**src/hdl/itoa_pkg.sv**
```systemverilog
// Package: widths, ASCII codes and digit helpers for the integer-to-text converter.
`timescale 1ns / 1ps
`default_nettype none
package itoa_pkg;

  localparam int unsigned ValueWidth  = 32;
  localparam int unsigned LimitWidth  = 8;
  localparam int unsigned CharWidth   = 7;
  localparam int unsigned DecDigits   = 10;
  localparam int unsigned HexDigits   = ValueWidth / 4;
  localparam int unsigned BcdWidth    = 4 * DecDigits;
  localparam int unsigned BitCntWidth = $clog2(ValueWidth);
  localparam int unsigned DigCntWidth = $clog2(DecDigits + 1);

  localparam logic [CharWidth-1:0] AsciiZero  = 7'h30;
  localparam logic [CharWidth-1:0] AsciiLowA  = 7'h61;
  localparam logic [CharWidth-1:0] AsciiLowF  = 7'h66;
  localparam logic [CharWidth-1:0] AsciiNine  = 7'h39;
  localparam logic [CharWidth-1:0] AsciiMinus = 7'h2d;

  // One digit value (0..15) to its lower-case ASCII character.
  function automatic logic [CharWidth-1:0] digit_to_ascii(input logic [3:0] dig);
    logic [CharWidth-1:0] code;
    if (dig < 4'd10) begin
      code = AsciiZero + {3'b000, dig};
    end else begin
      code = AsciiLowA + {3'b000, dig} - 7'd10;
    end
    return code;
  endfunction

  // Double-dabble correction: add 3 to every BCD digit of 5 or more.
  function automatic logic [BcdWidth-1:0] bcd_adjust(input logic [BcdWidth-1:0] bcd);
    logic [BcdWidth-1:0] res;
    res = bcd;
    for (int i = 0; i < DecDigits; i++) begin
      if (bcd[4*i +: 4] >= 4'd5) begin
        res[4*i +: 4] = bcd[4*i +: 4] + 4'd3;
      end
    end
    return res;
  endfunction

endpackage
`default_nettype wire

```
**src/hdl/int_to_ascii_converter.sv**
```systemverilog
// Top level: converts a 32-bit word to decimal or hex ASCII text, one character per output transfer.
//
//  channel | direction | fields                            | flow
//  --------+-----------+-----------------------------------+----------------------
//  in      | to block  | req_type_i, value_i, max_chars_i  | in_valid_i/in_ready_o
//  out     | from block| char_code_o, last_o               | out_valid_o/out_ready_i
//
// Decimal: the magnitude is shifted into a 10-digit BCD register one bit per cycle
// (double dabble). Hex loads its 8 nibbles directly. Leading zeros drop one nibble
// per cycle, then one character per cycle leaves through the output register while
// the output is not stalled.
// The next request is taken once the final character sits in the output register.
// Reset clears the state machine and the output valid; a stalled output holds the block.
`timescale 1ns / 1ps
`default_nettype none
module int_to_ascii_converter (
  input  wire                                 clk_i,
  input  wire                                 rst_ni,
  input  wire                                 in_valid_i,
  output logic                                in_ready_o,
  input  wire                                 req_type_i,
  input  wire  [itoa_pkg::ValueWidth-1:0]     value_i,
  input  wire  [itoa_pkg::LimitWidth-1:0]     max_chars_i,
  output logic                                out_valid_o,
  input  wire                                 out_ready_i,
  output logic [itoa_pkg::CharWidth-1:0]      char_code_o,
  output logic                                last_o
);
  import itoa_pkg::*;

  typedef enum logic [1:0] {
    StIdle,
    StConv,
    StSkip,
    StEmit
  } state_e;

  state_e                 state_q, state_d;
  logic [ValueWidth-1:0]  mag_q, mag_d;
  logic [BcdWidth-1:0]    bcd_q, bcd_d;
  logic [BitCntWidth-1:0] bitcnt_q, bitcnt_d;
  logic [DigCntWidth-1:0] ndig_q, ndig_d;
  logic [LimitWidth-1:0]  lim_q, lim_d;
  logic                   sign_q, sign_d;
  logic                   out_valid_q, out_valid_d;
  logic [CharWidth-1:0]   char_q, char_d;
  logic                   last_q, last_d;

  logic                   in_fire;
  logic                   slot_free;
  logic                   neg;
  logic [BcdWidth-1:0]    bcd_adj;
  logic [3:0]             top_dig;
  logic                   emit_last;

  assign in_ready_o  = (state_q == StIdle);
  assign in_fire     = in_valid_i && in_ready_o;
  assign slot_free   = !out_valid_q || out_ready_i;
  assign neg         = !req_type_i && value_i[ValueWidth-1];
  assign bcd_adj     = bcd_adjust(bcd_q);
  assign top_dig     = bcd_q[BcdWidth-1 -: 4];

  assign out_valid_o = out_valid_q;
  assign char_code_o = char_q;
  assign last_o      = last_q;

  // Next-state and datapath
  always_comb begin
    state_d     = state_q;
    mag_d       = mag_q;
    bcd_d       = bcd_q;
    bitcnt_d    = bitcnt_q;
    ndig_d      = ndig_q;
    lim_d       = lim_q;
    sign_d      = sign_q;
    out_valid_d = out_valid_q && !out_ready_i;
    char_d      = char_q;
    last_d      = last_q;
    emit_last   = 1'b0;

    case (state_q)
      StIdle: begin
        if (in_fire && (max_chars_i != '0)) begin
          sign_d   = neg;
          mag_d    = neg ? (ValueWidth'(0) - value_i) : value_i;
          lim_d    = max_chars_i;
          bitcnt_d = '0;
          if (req_type_i) begin
            bcd_d   = {value_i, {(BcdWidth - ValueWidth){1'b0}}};
            ndig_d  = DigCntWidth'(HexDigits);
            state_d = StSkip;
          end else begin
            bcd_d   = '0;
            ndig_d  = DigCntWidth'(DecDigits);
            state_d = StConv;
          end
        end
      end

      // One magnitude bit per cycle into the BCD register
      StConv: begin
        bcd_d    = {bcd_adj[BcdWidth-2:0], mag_q[ValueWidth-1]};
        mag_d    = {mag_q[ValueWidth-2:0], 1'b0};
        bitcnt_d = bitcnt_q + BitCntWidth'(1);
        if (bitcnt_q == BitCntWidth'(ValueWidth - 1)) begin
          state_d = StSkip;
        end
      end

      // Drop leading zero digits, keep at least one
      StSkip: begin
        if ((ndig_q > DigCntWidth'(1)) && (top_dig == 4'd0)) begin
          bcd_d  = {bcd_q[BcdWidth-5:0], 4'd0};
          ndig_d = ndig_q - DigCntWidth'(1);
        end else begin
          state_d = StEmit;
        end
      end

      // Sign first, then digits, most significant first
      StEmit: begin
        if (slot_free) begin
          out_valid_d = 1'b1;
          lim_d       = lim_q - LimitWidth'(1);
          if (sign_q) begin
            char_d    = AsciiMinus;
            sign_d    = 1'b0;
            emit_last = (lim_q == LimitWidth'(1));
          end else begin
            char_d    = digit_to_ascii(top_dig);
            bcd_d     = {bcd_q[BcdWidth-5:0], 4'd0};
            ndig_d    = ndig_q - DigCntWidth'(1);
            emit_last = (lim_q == LimitWidth'(1)) || (ndig_q == DigCntWidth'(1));
          end
          last_d = emit_last;
          if (emit_last) begin
            state_d = StIdle;
          end
        end
      end

      default: begin
        state_d = StIdle;
      end
    endcase
  end

  // State and registered outputs
  always_ff @(posedge clk_i or negedge rst_ni) begin
    if (!rst_ni) begin
      state_q     <= StIdle;
      mag_q       <= '0;
      bcd_q       <= '0;
      bitcnt_q    <= '0;
      ndig_q      <= '0;
      lim_q       <= '0;
      sign_q      <= 1'b0;
      out_valid_q <= 1'b0;
      char_q      <= '0;
      last_q      <= 1'b0;
    end else begin
      state_q     <= state_d;
      mag_q       <= mag_d;
      bcd_q       <= bcd_d;
      bitcnt_q    <= bitcnt_d;
      ndig_q      <= ndig_d;
      lim_q       <= lim_d;
      sign_q      <= sign_d;
      out_valid_q <= out_valid_d;
      char_q      <= char_d;
      last_q      <= last_d;
    end
  end

endmodule
`default_nettype wire

```
**config.mk**
```make
export PLATFORM = sky130hd
export DESIGN_NAME = int_to_ascii_converter
export DESIGN_NICKNAME = d
export VERILOG_FILES = /design/src/hdl/itoa_pkg.sv /design/src/hdl/int_to_ascii_converter.sv
export SDC_FILE = /design/constraint.sdc
export NUM_CORES = 1
export LEC_CHECK = 0
export BUFFER_PORTS_ARGS = -buffer_cell sky130_fd_sc_hd__buf_4
export CAP_MARGIN = 15
export CORE_ASPECT_RATIO = 1.25
export CORE_UTILIZATION = 50
export DETAILED_ROUTE_END_ITERATION = 8
export GPL_TIMING_DRIVEN = 0
export PLACE_DENSITY = 0.66
export SETUP_SLACK_MARGIN = 0.5
export SLEW_MARGIN = 20
export SYNTH_ARGS = -nofsm -noshare
export SYNTH_HDL_FRONTEND = slang
export SYNTH_SLANG_ARGS = --single-unit
```
**constraint.sdc**
```tcl
create_clock -name clk_i -period 2.8 [get_ports clk_i]
set_input_delay 0.28 -clock clk_i [delete_from_list [all_inputs] [get_ports clk_i]]
set_output_delay 0.28 -clock clk_i [all_outputs]
set_load 0.03 [all_outputs]
```
==> flow_metrics.env <==
export IMPL_worst_endpoint_arrival_ns=2.62
export IMPL_p_leak_nw=3.37
export IMPL_gp_routability_congestion=0.950
export IMPL_cts_clk_slew_worst_paths_ns=0.07
export IMPL_timing_hold_violations_final=0
export IMPL_share_of_the_clock_period_used_by_the_worst_path_pct=84.7
export IMPL_synth_edf_count=0
export IMPL_crit_path_end="state_q[0]"
export IMPL_synthesis_area_per_instance_um2=8.35
export IMPL_h_tree_lvl_count=3
export IMPL_register_area_share_after_synthesis_pct=36.6
export IMPL_avgRoutedWirePerCell_um=20.4
export IMPL_run_status="complete, no violations"
export IMPL_mappedNetlistArea_um2=6910
export IMPL_r2r_worst_path_cells=6
export IMPL_wire_length_reported_by_the_detailed_router_um=21700
export IMPL_timing_worst_slew_pin_value_ns=0.943
export IMPL_sw_frac_of_total_pct=49.2
export IMPL_grt_first_pass_wirelength_um=34100
export IMPL_io_pins=55
export IMPL_total_congestion_overflow=0
export IMPL_detailedPlace_worstSlack_ns=0.0234
export IMPL_first_iter_violations=530
export IMPL_critPathMaxFanout=3
export IMPL_critical_path_cell_chain="or4_4 -> nor4b_4 -> nor2_2 -> o21a_1 -> a2111o_1 -> mux2_4"
export IMPL_maxClockFrequency_ghz=0.421
export IMPL_ir_worst_vdd_mv=0.570
export IMPL_cellInternalPower_mw=4.88
export IMPL_drv_slew=0
export IMPL_largest_net_degree_at_the_start_of_global_routing=102
export IMPL_post_synth_xor_area_fraction_pct=5.07
export IMPL_timing_setup_critical_path_class="register to register"
export IMPL_crit_path_start="lim_q[5]"
export IMPL_antenna_found_initial=0
export IMPL_core_area_um2=13300
export IMPL_timing_critical_path_buf_inv=0
export IMPL_clock_power_share_pct=12.4
export IMPL_io_buffers=53
export IMPL_clock_root_buffer="sky130_fd_sc_hd__clkbuf_16"
export IMPL_r2r_setup_slack_ns=0.43
export IMPL_synth_cells=827
export IMPL_dp_hpwl_um=15500
export IMPL_fp_dieH_um=133
export IMPL_placement_rows=47
export IMPL_async_flop_share_pct=100
export IMPL_chipWidth_um=107
export IMPL_post_route_cells_drive_above_1_share_pct=15.3
export IMPL_yosys_area_share_simple_pct=17.5
export IMPL_layout_cells_most_common_list="sky130_fd_sc_hd__o21ai_0, sky130_fd_sc_hd__dfrtp_1, sky130_fd_sc_hd__nand2_1"
export IMPL_cts_tree="yes"
export IMPL_setup_violations=0
export IMPL_syn_to_final_growth_pct=15.2
export IMPL_cts_max_path_buffers=2
export IMPL_hold_path_class="input port to async pin"
export IMPL_syn_warnings=0
export IMPL_clk_latency_ns=0.36
export IMPL_timing_critical_path_slowest_cell_delay_ns=0.56
export IMPL_share_of_cell_area_taken_by_muxes_after_synthesis_pct=1.85
export IMPL_grt_use_total_pct=31.2
export IMPL_detail_route_antenna_nets=0
export IMPL_endpoint_of_the_most_critical_register_to_register_path="state_q[0]"
export IMPL_power_per_cell_area_nw_per_um2=1210
export IMPL_post_synth_fa_ha_maj_area_fraction_pct=5.98
export IMPL_initial_core_utilization_pct=51.8
export IMPL_fp_dieArea_um2=14300
export IMPL_cap_viol_max_count=0
export IMPL_ys_ff_latch=101
export IMPL_timing_slew_headroom_pct=37.1
export IMPL_critical_path_slowest_cell="sky130_fd_sc_hd__or4_4"
export IMPL_final_core_utilization_pct=59.6
export IMPL_post_synthesis_compound_gate_area_fraction_pct=28.2
export IMPL_clock_skew_final_ns=0.00963
export IMPL_setup_worst_path_start_class="register"
export IMPL_total_power_mw=9.60
export IMPL_average_vias_per_placed_instance=6.40
export IMPL_unrepaired_setup_endpoints_after_global_routing="yes"
export IMPL_ys_dominant_reg_cell="sky130_fd_sc_hd__dfrtp_1"
export IMPL_fin_ws_ns=0.427
export IMPL_main_combinational_cell_family_by_area_after_synthesis="compound AO/OA/AOI/OAI gates"
export IMPL_vias=6840
export IMPL_mostFrequentLayoutCell="sky130_fd_sc_hd__o21ai_0"
export IMPL_worst_r2r_startpoint="lim_q[5]"
export IMPL_drt_first_pass_iters=5
export IMPL_comb_power_share_pct=60.1
export IMPL_yosysUniqueCellTypes=65
export IMPL_cts_bufs_inserted=9
export IMPL_nNetsFinal=972
export IMPL_synthesis_nets=905
export IMPL_layout_min_cycle_time_ns=2.37
export IMPL_share_seq_of_total_power_pct=27.5
export IMPL_clkSinkCount=101
export IMPL_grt_pass1_vias=6604
export IMPL_antenna_cells=0
export IMPL_drc=0
export IMPL_setup_tns_ns=0
export IMPL_required_ns=3.05
export IMPL_cp_depth=6
export IMPL_endpoint_kind="register"
export IMPL_critical_path_top_delay_family="simple AND/OR/NAND/NOR gates"
export IMPL_netSwitchingPower_mw=4.72
## cells by family (layout without fill, tap and decap cells)
group | count (synthesis) | in the layout
AO/OA/AOI/OAI | 311 | 311
AND/OR/NAND/NOR | 245 | 245
flip-flops | 101 | 101
buffers and inverters | 85 | 155
XOR/XNOR | 40 | 40
adder cells (fa/ha/maj) | 33 | 33
multiplexers | 12 | 12
## flip-flops by register name (all words and copies together) (netlist names)
name         flops
last_o           1
ndig_q           4
state_q          2
mag_q           32
bitcnt_q         5
out_valid_o      1
bcd_q           40
char_code_o      7
lim_q            8
sign_q           1
## power groups by stage
stage	Clock (mW)	Sequential (mW)	Combinational, mW
floorplan	0	2.60	3.76
global placement	0	2.61	5.25
detailed placement	0	2.65	5.41
CTS	1.21	2.61	5.54
global route	1.25	2.71	6.32
finish	1.19	2.64	5.77
## synth_stat cells (8+ instances only)
cell / number / area share [%]
sky130_fd_sc_hd__nand2b_1: 15 / 1.4
sky130_fd_sc_hd__xnor2_1: 17 / 2.2
sky130_fd_sc_hd__nand2_1: 98 / 5.3
sky130_fd_sc_hd__ha_1: 33 / 6.0
sky130_fd_sc_hd__nor3_1: 16 / 1.2
sky130_fd_sc_hd__a21oi_1: 77 / 5.6
sky130_fd_sc_hd__clkbuf_1: 33 / 1.8
sky130_fd_sc_hd__dfrtp_1: 101 / 37
sky130_fd_sc_hd__a2bb2oi_1: 10 / 1.3
sky130_fd_sc_hd__o22ai_1: 10 / 0.91
sky130_fd_sc_hd__nand3_1: 11 / 0.80
sky130_fd_sc_hd__or3_1: 10 / 0.91
sky130_fd_sc_hd__o31ai_1: 17 / 1.8
sky130_fd_sc_hd__inv_1: 37 / 2.0
sky130_fd_sc_hd__xor2_1: 23 / 2.9
sky130_fd_sc_hd__a22oi_1: 23 / 2.5
sky130_fd_sc_hd__buf_2: 8 / 0.58
sky130_fd_sc_hd__o21ai_0: 103 / 7.5
sky130_fd_sc_hd__nor3b_1: 11 / 1.2
sky130_fd_sc_hd__mux2i_1: 9 / 1.3
sky130_fd_sc_hd__nor2_1: 52 / 2.8
## per-layer routing
layer | wire length [um] | track usage (%)
met1 | 9150 | 40.3
met2 | 10200 | 50.5
met3 | 1390 | 4.21
met4 | 952 | 17.0
met5 | 0 | 0
## how the worst min path moves through the flow
stage          slack (ns)              to  cells after the start      startpoint
6_report             0.04       ndig_q[3]                      1          rst_ni
4_1_cts              0.08       ndig_q[3]                      1          rst_ni
5_1_grt              0.12       ndig_q[3]                      1          rst_ni
3_5_place_dp         0.45  char_code_o[5]                      1  char_code_o[5]
2_1_floorplan       -0.02        bcd_q[0]                      0          rst_ni
3_3_place_gp         0.45  char_code_o[5]                      1  char_code_o[5]
## cell type report
| type | instances | area (um2) |
|---|---|---|
| Tap cell | 171 | 214 |
| Clock inverter | 4 | 26.3 |
| Inverter | 38 | 144 |
| Timing Repair Buffer | 56 | 424 |
| Multi-Input combinational cell | 641 | 4140 |
| Sequential cell | 101 | 2530 |
| Fill cell | 1235 | 5390 |
| Buffer | 47 | 243 |
| Clock buffer | 10 | 239 |
## timing repair
action	CTS	global route
setup endpoints to repair	67	75
buffers inserted	3	0
resized for setup	24	43
hold buffers	0	0
pin swaps	1	0
## worst register-to-register path, cell delays in order (launching register included)
cell	delay [ns]
sky130_fd_sc_hd__dfrtp_1	0.41
sky130_fd_sc_hd__or4_4	0.56
sky130_fd_sc_hd__nor4b_4	0.32
sky130_fd_sc_hd__nor2_2	0.08
sky130_fd_sc_hd__o21a_1	0.18
sky130_fd_sc_hd__a2111o_1	0.39
sky130_fd_sc_hd__mux2_4	0.31
## stage by stage
step | hold WS, ns | instances | instance area, um2
floorplan | -0.0156 | 827 | 6910
global placement | 0.451 | 1051 | 7520
detailed placement | 0.454 | 1051 | 7520
CTS | 0.0842 | 1068 | 7850
global route | 0.121 | 1068 | 7960
finish | 0.0388 | 1068 | 7960
No activity file was read; power rests on OpenSTA's default activity.
